--- config.mk ---
export PLATFORM = sky130hd
export DESIGN_NAME = array_element_insert_splicer_core
export DESIGN_NICKNAME = d
export VERILOG_FILES = /design/src/aeis_pkg.sv /design/src/array_element_insert_splicer_core.sv
export VERILOG_INCLUDE_DIRS = /design/src /design/src/src
export SDC_FILE = /design/constraint.sdc
export NUM_CORES = 2
export LEC_CHECK = 0
export ABC_AREA = 1
export BUFFER_PORTS_ARGS = -buffer_cell sky130_fd_sc_hd__buf_2
export CAP_MARGIN = 10
export CORE_AREA = 4 4 461 372
export CTS_CLUSTER_SIZE = 28
export DETAILED_ROUTE_END_ITERATION = 12
export DIE_AREA = 0 0 465 376
export GPL_TIMING_DRIVEN = 0
export SYNTH_ARGS = -nofsm -noshare
export SYNTH_HDL_FRONTEND = slang
export SYNTH_SLANG_ARGS = --single-unit
--- constraint.sdc ---
create_clock -name clk_i -period 22.8 [get_ports clk_i]
set_input_delay 4.56 -clock clk_i [delete_from_list [all_inputs] [get_ports clk_i]]
set_output_delay 4.56 -clock clk_i [all_outputs]
set_load 0.01 [all_outputs]
--- src/array_element_insert_splicer_core_macros.svh ---
// ----------------------------------------------------------------------------
// array_element_insert_splicer_core_macros
// Assertion macros for the array insert splicer, empty in synthesis.
// ----------------------------------------------------------------------------
`ifndef ARRAY_ELEMENT_INSERT_SPLICER_CORE_MACROS_SVH
`define ARRAY_ELEMENT_INSERT_SPLICER_CORE_MACROS_SVH

`ifndef SYNTHESIS
// property checked on every clock edge outside reset
`define AEIS_ASSERT(lbl, prop, msg) \
  lbl: assert property (@(posedge clk_i) disable iff (!rst_ni) (prop)) else $error(msg);
// condition that must never be seen outside reset
`define AEIS_NEVER(lbl, cond, msg) \
  `AEIS_ASSERT(lbl, !(cond), msg)
`else
`define AEIS_ASSERT(lbl, prop, msg)
`define AEIS_NEVER(lbl, cond, msg)
`endif

`endif

--- src/aeis_pkg.sv ---
// ----------------------------------------------------------------------------
// aeis_pkg
// Types and constants of the array insert splicer.
// ----------------------------------------------------------------------------
package aeis_pkg;

  // payload widths fixed by the stream format
  localparam int unsigned ValueWidth  = 64;
  localparam int unsigned LengthWidth = 31;
  localparam int unsigned PosWidth    = 32;
  localparam int unsigned DataWidthDefault = 64;

  // result queue sizing
  localparam int unsigned MaxResults = 3;
  localparam int unsigned QueueDepth = 4;

  // register map
  localparam logic [31:0] MaxLenReset = 32'd2147483632;
  localparam logic        RegLegacy   = 1'b0;
  localparam logic        RegMaxLen   = 1'b1;

  // input command codes
  localparam logic CmdHeader  = 1'b0;
  localparam logic CmdElement = 1'b1;

  typedef enum logic [1:0] {
    KIND_RUN      = 2'd0,
    KIND_NULL_ROW = 2'd1,
    KIND_ZERO_POS = 2'd2,
    KIND_TOO_LONG = 2'd3
  } kind_e;

  // how the open row places its item
  typedef enum logic [1:0] {
    MODE_IDLE       = 2'd0,
    MODE_AT_SLOT    = 2'd1,
    MODE_PAD_AFTER  = 2'd2,
    MODE_PAD_BEFORE = 2'd3
  } row_mode_e;

  // one result entry without its value bits
  typedef struct packed {
    kind_e                  kind;
    logic                   out_null;
    logic [LengthWidth-1:0] repeat_count;
    logic                   row_end;
    logic                   last;
  } res_t;

endpackage

--- src/array_element_insert_splicer_core.sv ---
// Path: an accepted transfer waits in the input register until the result queue has room
// for three results, then its results are written into the queue that feeds the output.
// Throughput: one input item per cycle while each item gives at most one result and the
// output is not stalled; an item giving two or three results (at the insert point) holds
// the input until the single result port drains the four-entry queue to at most one entry.
// Reset: asynchronous, active low; empties the queues, closes any open row, no clearing pass.
// ----------------------------------------------------------------------------
// array_element_insert_splicer_core
// Splices one item into each streamed array row at a 1-based position.
// ----------------------------------------------------------------------------
`include "array_element_insert_splicer_core_macros.svh"

module array_element_insert_splicer_core
  import aeis_pkg::*;
#(
  parameter int unsigned DataWidth = DataWidthDefault
) (
  input  logic                   clk_i,
  input  logic                   rst_ni,
  // input channel
  input  logic                   in_valid_i,
  output logic                   in_stall_o,
  input  logic                   command_i,
  input  logic signed [PosWidth-1:0] position_i,
  input  logic                   position_null_i,
  input  logic                   array_null_i,
  input  logic [LengthWidth-1:0] source_length_i,
  input  logic [ValueWidth-1:0]  item_value_i,
  input  logic                   item_null_i,
  input  logic [ValueWidth-1:0]  element_value_i,
  input  logic                   element_null_i,
  // output channel
  output logic                   out_valid_o,
  input  logic                   out_stall_i,
  output logic [1:0]             kind_o,
  output logic [ValueWidth-1:0]  out_value_o,
  output logic                   out_null_o,
  output logic [LengthWidth-1:0] repeat_count_o,
  output logic                   row_end_o,
  output logic                   last_o,
  // configuration port
  input  logic                   psel,
  input  logic                   penable,
  input  logic                   pwrite,
  input  logic [2:0]             paddr,
  input  logic [31:0]            pwdata,
  output logic [31:0]            prdata,
  output logic                   pready
);

  localparam int unsigned PtrWidth = $clog2(QueueDepth);
  localparam int unsigned CntWidth = $clog2(QueueDepth + 1);
  localparam int unsigned ArithWidth = PosWidth + 2;
  localparam logic [CntWidth-1:0] QueueFull = CntWidth'(QueueDepth);

  // configuration registers
  logic                   legacy_q;
  logic [LengthWidth-1:0] max_len_q;
  logic                   cfg_write;

  // input register
  logic                   in_valid_q;
  logic                   cmd_q;
  logic [PosWidth-1:0]    pos_q;
  logic                   pos_null_q;
  logic                   arr_null_q;
  logic [LengthWidth-1:0] len_q;
  logic [DataWidth-1:0]   item_val_q;
  logic                   item_null_q;
  logic [DataWidth-1:0]   elem_val_q;
  logic                   elem_null_q;
  logic                   in_take;
  logic                   proc;

  // row state
  logic [LengthWidth-1:0] row_len_q, row_len_d;
  logic [DataWidth-1:0]   held_item_q, held_item_d;
  logic                   held_null_q, held_null_d;
  logic [LengthWidth-1:0] counter_q, counter_d;
  logic [PosWidth-1:0]    slot_q, slot_d;
  row_mode_e              mode_q, mode_d;
  logic                   drop_q, drop_d;

  // header arithmetic
  logic signed [ArithWidth-1:0] pos_s, len_s, max_s, idx_s, neg_s;
  logic signed [ArithWidth-1:0] slot_hdr, newlen_hdr;
  row_mode_e                    mode_hdr;
  logic                         pos_positive;
  logic                         too_long;

  // element bookkeeping
  logic [LengthWidth:0]   c_inc;
  logic                   final_elem;

  // results built for this item
  res_t                   res      [MaxResults];
  logic [DataWidth-1:0]   res_val  [MaxResults];
  logic [1:0]             n_res;
  logic                   cur_item_null;
  logic [DataWidth-1:0]   cur_item_val;
  logic [DataWidth-1:0]   item_out_val;
  logic [DataWidth-1:0]   elem_out_val;

  // result queue
  res_t                   q_ent_q [QueueDepth];
  logic [DataWidth-1:0]   q_val_q [QueueDepth];
  logic [PtrWidth-1:0]    wr_ptr_q, rd_ptr_q;
  logic [CntWidth-1:0]    count_q;
  logic                   pop;

  // configuration writes and reads
  assign pready    = 1'b1;
  assign cfg_write = psel && penable && pwrite && pready;

  always_ff @(posedge clk_i or negedge rst_ni) begin
    if (!rst_ni) begin
      legacy_q  <= 1'b0;
      max_len_q <= MaxLenReset[LengthWidth-1:0];
    end else if (cfg_write) begin
      if (paddr[2] == RegLegacy) begin
        legacy_q <= pwdata[0];
      end else begin
        max_len_q <= pwdata[LengthWidth-1:0];
      end
    end
  end

  always_comb begin
    case (paddr[2])
      RegLegacy: prdata = {31'd0, legacy_q};
      RegMaxLen: prdata = {1'b0, max_len_q};
      default:   prdata = '0;
    endcase
  end

  // input register, freed when the item is processed
  assign proc       = in_valid_q && (count_q <= CntWidth'(QueueDepth - MaxResults));
  assign in_stall_o = in_valid_q && !proc;
  assign in_take    = in_valid_i && !in_stall_o;

  always_ff @(posedge clk_i or negedge rst_ni) begin
    if (!rst_ni) begin
      in_valid_q <= 1'b0;
    end else if (in_take) begin
      in_valid_q <= 1'b1;
    end else if (proc) begin
      in_valid_q <= 1'b0;
    end
  end

  always_ff @(posedge clk_i) begin
    if (in_take) begin
      cmd_q       <= command_i;
      pos_q       <= position_i;
      pos_null_q  <= position_null_i;
      arr_null_q  <= array_null_i;
      len_q       <= source_length_i;
      item_val_q  <= item_value_i[DataWidth-1:0];
      item_null_q <= item_null_i;
      elem_val_q  <= element_value_i[DataWidth-1:0];
      elem_null_q <= element_null_i;
    end
  end

  // header placement: mode, slot and result length
  assign pos_s        = ArithWidth'(signed'(pos_q));
  assign len_s        = signed'(ArithWidth'(len_q));
  assign max_s        = signed'(ArithWidth'(max_len_q));
  assign idx_s        = pos_s - ArithWidth'(1);
  assign neg_s        = -pos_s;
  assign pos_positive = !pos_q[PosWidth-1] && (pos_q != '0);

  always_comb begin
    if (pos_positive) begin
      if (idx_s <= len_s) begin
        mode_hdr   = MODE_AT_SLOT;
        slot_hdr   = idx_s;
        newlen_hdr = len_s + ArithWidth'(1);
      end else begin
        mode_hdr   = MODE_PAD_AFTER;
        slot_hdr   = idx_s - len_s;
        newlen_hdr = pos_s;
      end
    end else if (neg_s > len_s) begin
      mode_hdr   = MODE_PAD_BEFORE;
      newlen_hdr = neg_s + signed'(ArithWidth'(legacy_q));
      slot_hdr   = neg_s + signed'(ArithWidth'(legacy_q)) - ArithWidth'(1) - len_s;
    end else begin
      mode_hdr   = MODE_AT_SLOT;
      slot_hdr   = pos_s + len_s + signed'(ArithWidth'(!legacy_q));
      newlen_hdr = len_s + ArithWidth'(1);
    end
  end

  assign too_long = newlen_hdr > max_s;

  // element position within the row
  assign c_inc      = {1'b0, counter_q} + (LengthWidth + 1)'(1);
  assign final_elem = c_inc == {1'b0, row_len_q};

  // item to insert: straight from the header, else the held copy
  assign cur_item_val  = (cmd_q == CmdHeader) ? item_val_q : held_item_q;
  assign cur_item_null = (cmd_q == CmdHeader) ? item_null_q : held_null_q;
  assign item_out_val  = cur_item_null ? '0 : cur_item_val;
  assign elem_out_val  = elem_null_q ? '0 : elem_val_q;

  function automatic res_t mk_res(kind_e kind, logic nul, logic [LengthWidth-1:0] rep,
                                  logic rend);
    res_t r;
    r.kind         = kind;
    r.out_null     = nul;
    r.repeat_count = rep;
    r.row_end      = rend;
    r.last         = 1'b0;
    return r;
  endfunction

  // results and next row state for the item in the input register
  always_comb begin
    row_len_d   = row_len_q;
    held_item_d = held_item_q;
    held_null_d = held_null_q;
    counter_d   = counter_q;
    slot_d      = slot_q;
    mode_d      = mode_q;
    drop_d      = drop_q;
    n_res       = 2'd0;
    for (int i = 0; i < MaxResults; i++) begin
      res[i]     = '0;
      res_val[i] = '0;
    end

    if (cmd_q == CmdHeader) begin
      row_len_d   = len_q;
      held_item_d = item_val_q;
      held_null_d = item_null_q;
      counter_d   = '0;
      mode_d      = MODE_IDLE;
      drop_d      = 1'b0;
      if (arr_null_q || pos_null_q) begin
        res[0] = mk_res(KIND_NULL_ROW, 1'b1, LengthWidth'(1), 1'b1);
        n_res  = 2'd1;
        drop_d = 1'b1;
      end else if (pos_q == '0) begin
        res[0] = mk_res(KIND_ZERO_POS, 1'b0, LengthWidth'(1), 1'b1);
        n_res  = 2'd1;
        drop_d = 1'b1;
      end else if (too_long) begin
        res[0] = mk_res(KIND_TOO_LONG, 1'b0, LengthWidth'(1), 1'b1);
        n_res  = 2'd1;
        drop_d = 1'b1;
      end else begin
        slot_d = slot_hdr[PosWidth-1:0];
        case (mode_hdr)
          MODE_AT_SLOT: begin
            if (slot_hdr == '0) begin
              res[0]     = mk_res(KIND_RUN, cur_item_null, LengthWidth'(1), len_q == '0);
              res_val[0] = item_out_val;
              n_res      = 2'd1;
            end
          end
          MODE_PAD_AFTER: begin
            if (len_q == '0) begin
              res[0]     = mk_res(KIND_RUN, 1'b1, slot_hdr[LengthWidth-1:0], 1'b0);
              res[1]     = mk_res(KIND_RUN, cur_item_null, LengthWidth'(1), 1'b1);
              res_val[1] = item_out_val;
              n_res      = 2'd2;
            end
          end
          MODE_PAD_BEFORE: begin
            res[0]     = mk_res(KIND_RUN, cur_item_null, LengthWidth'(1),
                                (slot_hdr == '0) && (len_q == '0));
            res_val[0] = item_out_val;
            n_res      = 2'd1;
            if (slot_hdr != '0) begin
              res[1] = mk_res(KIND_RUN, 1'b1, slot_hdr[LengthWidth-1:0], len_q == '0);
              n_res  = 2'd2;
            end
          end
          default: ;
        endcase
        mode_d = (len_q == '0) ? MODE_IDLE : mode_hdr;
      end
    end else if (!drop_q && (mode_q != MODE_IDLE)) begin
      case (mode_q)
        MODE_AT_SLOT: begin
          if (({1'b0, counter_q} == slot_q) && (slot_q != '0)) begin
            res[0]     = mk_res(KIND_RUN, cur_item_null, LengthWidth'(1), 1'b0);
            res_val[0] = item_out_val;
            res[1]     = mk_res(KIND_RUN, elem_null_q, LengthWidth'(1),
                                final_elem && (slot_q != {1'b0, row_len_q}));
            res_val[1] = elem_out_val;
            n_res      = 2'd2;
          end else begin
            res[0]     = mk_res(KIND_RUN, elem_null_q, LengthWidth'(1),
                                final_elem && (slot_q != {1'b0, row_len_q}));
            res_val[0] = elem_out_val;
            n_res      = 2'd1;
            if (final_elem && (slot_q == {1'b0, row_len_q})) begin
              res[1]     = mk_res(KIND_RUN, cur_item_null, LengthWidth'(1), 1'b1);
              res_val[1] = item_out_val;
              n_res      = 2'd2;
            end
          end
        end
        MODE_PAD_AFTER: begin
          res[0]     = mk_res(KIND_RUN, elem_null_q, LengthWidth'(1), 1'b0);
          res_val[0] = elem_out_val;
          n_res      = 2'd1;
          if (final_elem) begin
            res[1]     = mk_res(KIND_RUN, 1'b1, slot_q[LengthWidth-1:0], 1'b0);
            res[2]     = mk_res(KIND_RUN, cur_item_null, LengthWidth'(1), 1'b1);
            res_val[2] = item_out_val;
            n_res      = 2'd3;
          end
        end
        default: begin
          res[0]     = mk_res(KIND_RUN, elem_null_q, LengthWidth'(1), final_elem);
          res_val[0] = elem_out_val;
          n_res      = 2'd1;
        end
      endcase
      counter_d = c_inc[LengthWidth-1:0];
      if (c_inc[LengthWidth-1:0] >= row_len_q) begin
        mode_d = MODE_IDLE;
      end
    end

    // mark the final result of this item
    for (int i = 0; i < MaxResults; i++) begin
      res[i].last = (2'(i) == n_res - 2'd1) && (n_res != 2'd0);
    end
  end

  // row state registers
  always_ff @(posedge clk_i or negedge rst_ni) begin
    if (!rst_ni) begin
      row_len_q   <= '0;
      held_item_q <= '0;
      held_null_q <= 1'b0;
      counter_q   <= '0;
      slot_q      <= '0;
      mode_q      <= MODE_IDLE;
      drop_q      <= 1'b0;
    end else if (proc) begin
      row_len_q   <= row_len_d;
      held_item_q <= held_item_d;
      held_null_q <= held_null_d;
      counter_q   <= counter_d;
      slot_q      <= slot_d;
      mode_q      <= mode_d;
      drop_q      <= drop_d;
    end
  end

  // result queue control
  assign pop = out_valid_o && !out_stall_i;

  always_ff @(posedge clk_i or negedge rst_ni) begin
    if (!rst_ni) begin
      wr_ptr_q <= '0;
      rd_ptr_q <= '0;
      count_q  <= '0;
    end else begin
      if (proc) begin
        wr_ptr_q <= wr_ptr_q + PtrWidth'(n_res);
      end
      if (pop) begin
        rd_ptr_q <= rd_ptr_q + PtrWidth'(1);
      end
      count_q <= count_q + (proc ? CntWidth'(n_res) : '0) - (pop ? CntWidth'(1) : '0);
    end
  end

  // result queue storage
  always_ff @(posedge clk_i) begin
    if (proc) begin
      for (int i = 0; i < MaxResults; i++) begin
        if (2'(i) < n_res) begin
          q_ent_q[wr_ptr_q + PtrWidth'(i)] <= res[i];
          q_val_q[wr_ptr_q + PtrWidth'(i)] <= res_val[i];
        end
      end
    end
  end

  // output transfer
  assign out_valid_o    = count_q != '0;
  assign kind_o         = q_ent_q[rd_ptr_q].kind;
  assign out_value_o    = ValueWidth'(q_val_q[rd_ptr_q]);
  assign out_null_o     = q_ent_q[rd_ptr_q].out_null;
  assign repeat_count_o = q_ent_q[rd_ptr_q].repeat_count;
  assign row_end_o      = q_ent_q[rd_ptr_q].row_end;
  assign last_o         = q_ent_q[rd_ptr_q].last;

  // queue never overruns its depth
  `AEIS_NEVER(a_queue_room, proc && (count_q + CntWidth'(n_res) > QueueFull), "queue overrun")
  // a dropped row never stays open
  `AEIS_NEVER(a_drop_closed, drop_q && (mode_q != MODE_IDLE), "dropped row left open")
  // a processed header restarts the element count
  `AEIS_ASSERT(a_hdr_count, proc && cmd_q == CmdHeader |=> counter_q == '0, "count not cleared")

endmodule

# Word-level counts from Yosys, hierarchy flattened
# Memory sizes are Yosys's and may differ from the RTL's.
# Cells that the tools add are included.
# word_totals
regBits,398
latch_bits,0
ram_bits,400
rom_bits,0
out_inout_bits,135
memories,2
# op_classes
addsub,17
mul,0
div,0
magnitude_cmp,8
eq_ne,13
shift,0
n_mux,88
bitwise_logic,5
n_reduce_logical,39
# memory_table
name,words,word_bits,read_ports,rd_clocked_by_memory_dff,write_ports,line_no,text
q_val_q,4,64,1,0,3,array_element_insert_splicer_core.sv:106,logic [DataWidth-1:0] q_val_q [QueueDepth];
q_ent_q,4,36,1,0,3,array_element_insert_splicer_core.sv:105,res_t q_ent_q [QueueDepth];
# op_table
op,count
$mux 64,12
$mux 128,5
$mux 34,9
$mux 36,8
$pmux 36 s2,3
$mux 70,3
$mux 192,1
$pmux 64 s2,1
$mux 108,1
$pmux 34 s3,1
$mux 72,1
$gt 34x32->1,2
$add 31x1->32 const B,2
$eq 32x31->1,2
$pmux 32 s2,1
$reduce_bool 32->1,2
$mux 31,2
$mux 2,21
$add 33x2->34,1
$add 34x2->34,1
$logic_not 34->1,1
$neg 32->34,1
$reduce_bool 34->1,1
$sub 33x32->34,1
37 further kinds,87

# Longest topological paths before layout
# depth
ltp_word,17
mapped_depth,55

# Least setup slack after synthesis
# No wires, ideal clock.
# synth_path
kind,input port to flip-flop
start,input port in_valid_i
end,"register arr_null_q, enable pin"
t_arrival_ns,12.662
t_required_ns,22.045
path_slack_ns,9.383
stages,2
n_path_buf,0
path_cell_list,inv_1 -> nor2_1
# synth_between
elab_chain_len,1
# synth_lines
item,line_no,text
from (decl),array_element_insert_splicer_core.sv:21,"input logic in_valid_i,"
$logic_and 1x1->1,array_element_insert_splicer_core.sv:139,assign in_take = in_valid_i && !in_stall_o;
net in_take,array_element_insert_splicer_core.sv:72,logic in_take;
to (signal assigned),array_element_insert_splicer_core.sv:156,arr_null_q <= array_null_i;
to (decl),array_element_insert_splicer_core.sv:66,logic arr_null_q;
# The timed path passes the listed nets, and every way through them passes these cells.
# A chain may end at the register's enable or synchronous reset.

==> impl_metrics.env <==
export IMPL_grt_pass1_vias=59900
export IMPL_hpwl_um=259000
export IMPL_final_min_clock_period_ns=13.31
export IMPL_postCtsSetupBuffers=0
export IMPL_n_fill_cell=17600
export IMPL_skew_ns=0.0479
export IMPL_power_w=0.00785
export IMPL_dr_max_layer_used="met5"
export IMPL_status="finished, violations left"
export IMPL_clk_latency_ns=0.75
export IMPL_synth_enable_flop_cells=468
export IMPL_cts_inserted_buffers=92
export IMPL_max_freq_mhz=75.1
export IMPL_synth_largest_area_cell="edfxtp_1"
export IMPL_worstSetupStartpoint="pos_q[0]$_DFFE_PP_"
export IMPL_row_count=134
export IMPL_routed_wl_um=322000
export IMPL_worst_hold_slack_ns=0.470
export IMPL_worst_pin_slew_ns=1.52
export IMPL_mappedNetlistArea_um2=58200
export IMPL_drc=0
export IMPL_yosys_warnings=0
export IMPL_ant_nets=0
export IMPL_via_per_inst=5.88
export IMPL_r2r_start="pos_q[0]$_DFFE_PP_"
export IMPL_vias=65600
export IMPL_synth_nets=8785
export IMPL_setup_viol=0
export IMPL_synthArstFlopShare=0.253
export IMPL_min_path_type="register to register"
export IMPL_worstSetupPathType="register to register"
export IMPL_wl_met3_um=47500
export IMPL_yosys_register_bits=798
export IMPL_antenna_found_initial=13
export IMPL_core_area_um2=166000
export IMPL_syn_avg_cell_area_um2=6.98
export IMPL_required_ns=23.19
export IMPL_grt_pass1_wl_um=445000
export IMPL_portBuffers=366
export IMPL_finalCritPeriodShare=0.584
export IMPL_max_slew_margin=-0.0156
export IMPL_die_h_um=376
export IMPL_multi_input_area_um2=31500
export IMPL_yosysUniqueCellTypes=66
export IMPL_finalHoldViolCount=0
export IMPL_dp_cells=11000
export IMPL_path_max_fanout=42
export IMPL_drive_gt1_frac=0.0951
export IMPL_crit_slowest_cell="buf_1"
export IMPL_critPathCaptureType="register"
export IMPL_cpPeakStageDelay_ns=0.96
export IMPL_synth_ff_type="edfxtp_1"
export IMPL_area_growth_pct=14.3
export IMPL_cp_common_cell="nand2_1"
export IMPL_failed_checks="capacitance limit, slew limit"
export IMPL_firstDrtPassIters=9
export IMPL_min_delay_start="q_ent_q[1][34]$_SDFFE_PP0N_"
export IMPL_crit_path_start_kind="register"
export IMPL_yosysSeqAreaShare=0.373
export IMPL_peakVddDrop_v=0.0000698
export IMPL_ff_latch_area_um2=21700
export IMPL_critPathArrivalTime_ns=13.71
export IMPL_stdcell_count=11200
export IMPL_pin_count=373
export IMPL_grt_usage=0.353
export IMPL_clock_path_buffers=3
export IMPL_h_tree_depth=3
export IMPL_cts_tree="yes"
export IMPL_dr_wl_met2_um=123000
export IMPL_wl_met1_um=137000
export IMPL_cts_hold_buffers=0
export IMPL_gr_total_overflow=0
export IMPL_p_leak_nw=30.4
export IMPL_clkSlewWorstSetupHoldPaths_ns=0.06
export IMPL_cts_repair_resized=0
export IMPL_final_max_slew_viol_count=10
export IMPL_nets=9277
export IMPL_start_util=0.349
export IMPL_die_w_um=465
export IMPL_maxCapViolations=3
export IMPL_synth_area_top_cells="edfxtp_1 (24%), nand2_1 (15%), dfrtp_1 (7.5%)"
export IMPL_post_synth_top_area_fraction=0.242
export IMPL_fin_tns_setup_ns=0
export IMPL_die_area_um2=175000
export IMPL_clkSinkCount=798
export IMPL_drt_iter0_drc=10500
export IMPL_post_drt_wl_per_cell_um=28.8
export IMPL_rsz0062_at_grt="false"
export IMPL_syn_inst=8341
export IMPL_p_per_area_nw_per_um2=118
export IMPL_root_buffer="clkbuf_16"
export IMPL_grt_max_degree=106
export IMPL_routabilityCongestion=1.05
[state kept, by name, summed over array words and instances (netlist names), 3 cells and up]
name,flops
held_item_q,64
item_val_q,64
counter_q,31
elem_val_q,64
len_q,31
count_q,3
q_val_q,256
row_len_q,31
slot_q,32
pos_q,32
max_len_q,31
q_ent_q,144
[cell usage after synthesis (8+ instances only)]
| master | number |
|---|---|
| a211oi_1 | 65 |
| nand2_1 | 2394 |
| nor2_2 | 28 |
| a21o_1 | 18 |
| nor2_1 | 1079 |
| o41ai_1 | 16 |
| inv_1 | 754 |
| nand3b_1 | 14 |
| dfstp_2 | 27 |
| nor3_1 | 161 |
| o21ai_1 | 9 |
| o221ai_1 | 11 |
| xnor2_1 | 57 |
| a21oi_1 | 324 |
| o21ai_0 | 425 |
| o22ai_1 | 171 |
| nand3_2 | 8 |
| dfxtp_1 | 128 |
| a221oi_1 | 8 |
| o211ai_1 | 164 |
| buf_4 | 53 |
| a31oi_1 | 82 |
| dfrtp_1 | 175 |
| nand2_2 | 13 |
| inv_2 | 17 |
| xor2_1 | 108 |
| o2111ai_1 | 10 |
| mux2i_1 | 41 |
| nor4_1 | 74 |
| o21bai_1 | 16 |
| edfxtp_1 | 468 |
| buf_2 | 99 |
| ha_1 | 200 |
| nand3_1 | 484 |
| buf_1 | 26 |
| nand4_1 | 221 |
| clkbuf_1 | 311 |
[stage by stage]
| stage | setup slack [ns] | utilization | area (µm²) |
|---|---|---|---|
| 2_1_floorplan | 9.38 | - | 58200 |
| 3_3_place_gp | 4.86 | 0.377 | 62800 |
| 3_5_place_dp | 9.96 | 0.380 | 63300 |
| 4_1_cts | 9.91 | 0.399 | 66300 |
| 5_1_grt | 9.23 | 0.399 | 66500 |
| 6_report | 9.49 | 0.399 | 66500 |
[worst paths after layout]
path	end	slack [ns]	depth (start not counted)
worst min register to register	q_ent_q[1][34]$_SDFFE_PP0N_	0.47	2
worst min-delay path	q_ent_q[1][34]$_SDFFE_PP0N_	0.47	2
max in group asynchronous	counter_q[11]$_DFFE_PN0P_	17.71	2
worst max register to register	q_val_q[2][40]$_DFFE_PP_	9.49	47
min in group asynchronous	held_item_q[17]$_DFFE_PN0P_	3.88	1
worst max-delay path	q_val_q[2][40]$_DFFE_PP_	9.49	47
[cells by family after synthesis]
| family | synth area share |
|---|---|
| compound gates | 0.136 |
| xor+xnor | 0.0254 |
| flops | 0.373 |
| buf+inv | 0.0879 |
| fa+ha+maj | 0.0451 |
| simple gates | 0.325 |
| other cells | 0.000129 |
| mux | 0.00705 |
[layout by cell type, fill, tap and decap left out, drive strengths merged, types with 175 or more instances in the layout]
cell    instances
clkbuf        432
buf           579
inv           777
nor2         1112
o21ai         435
nand3         493
edfxtp        468
dfrtp         175
a21oi         324
ha            200
nand4         221
nand2        2414
[where the power goes]
group          leakage [nW]  switching (W)  internal [W]  total, W
Combinational          21.0        0.00299       0.00106   0.00405
Clock                  1.50       0.000675      0.000862   0.00154
Sequential             7.89       0.000330       0.00193   0.00226
[final cells by class]
type	instances	share of cell area
diodes	9	0.000339
plain buffers	492	0.0330
clock buffers	121	0.0397
clock inverters	46	0.00610
inverters	778	0.0439
multi-input cells	6273	0.474
flip-flops and latches	798	0.326
well taps	2244	0.0422
repair buffers	398	0.0338
[worst max-delay path, delay by kind of cell, from the launching register on]
kind	cells	cell delay, ns
DFF	1	0.53
AOI/OAI and AO/OA	6	1.59
adders and majority gates	3	0.98
and+or+nand+nor	25	5.00
buffers and inverters	13	4.71
[metal layers]
| layer | global-route usage | vias to the layer above |
|---|---|---|
| li1 | - | 29000 |
| met1 | 0.503 | 31500 |
| met2 | 0.475 | 4522 |
| met3 | 0.137 | 603 |
| met4 | 0.128 | 10 |
| met5 | 0.00992 | - |
Note: power is estimated with default switching activity, not from simulation.
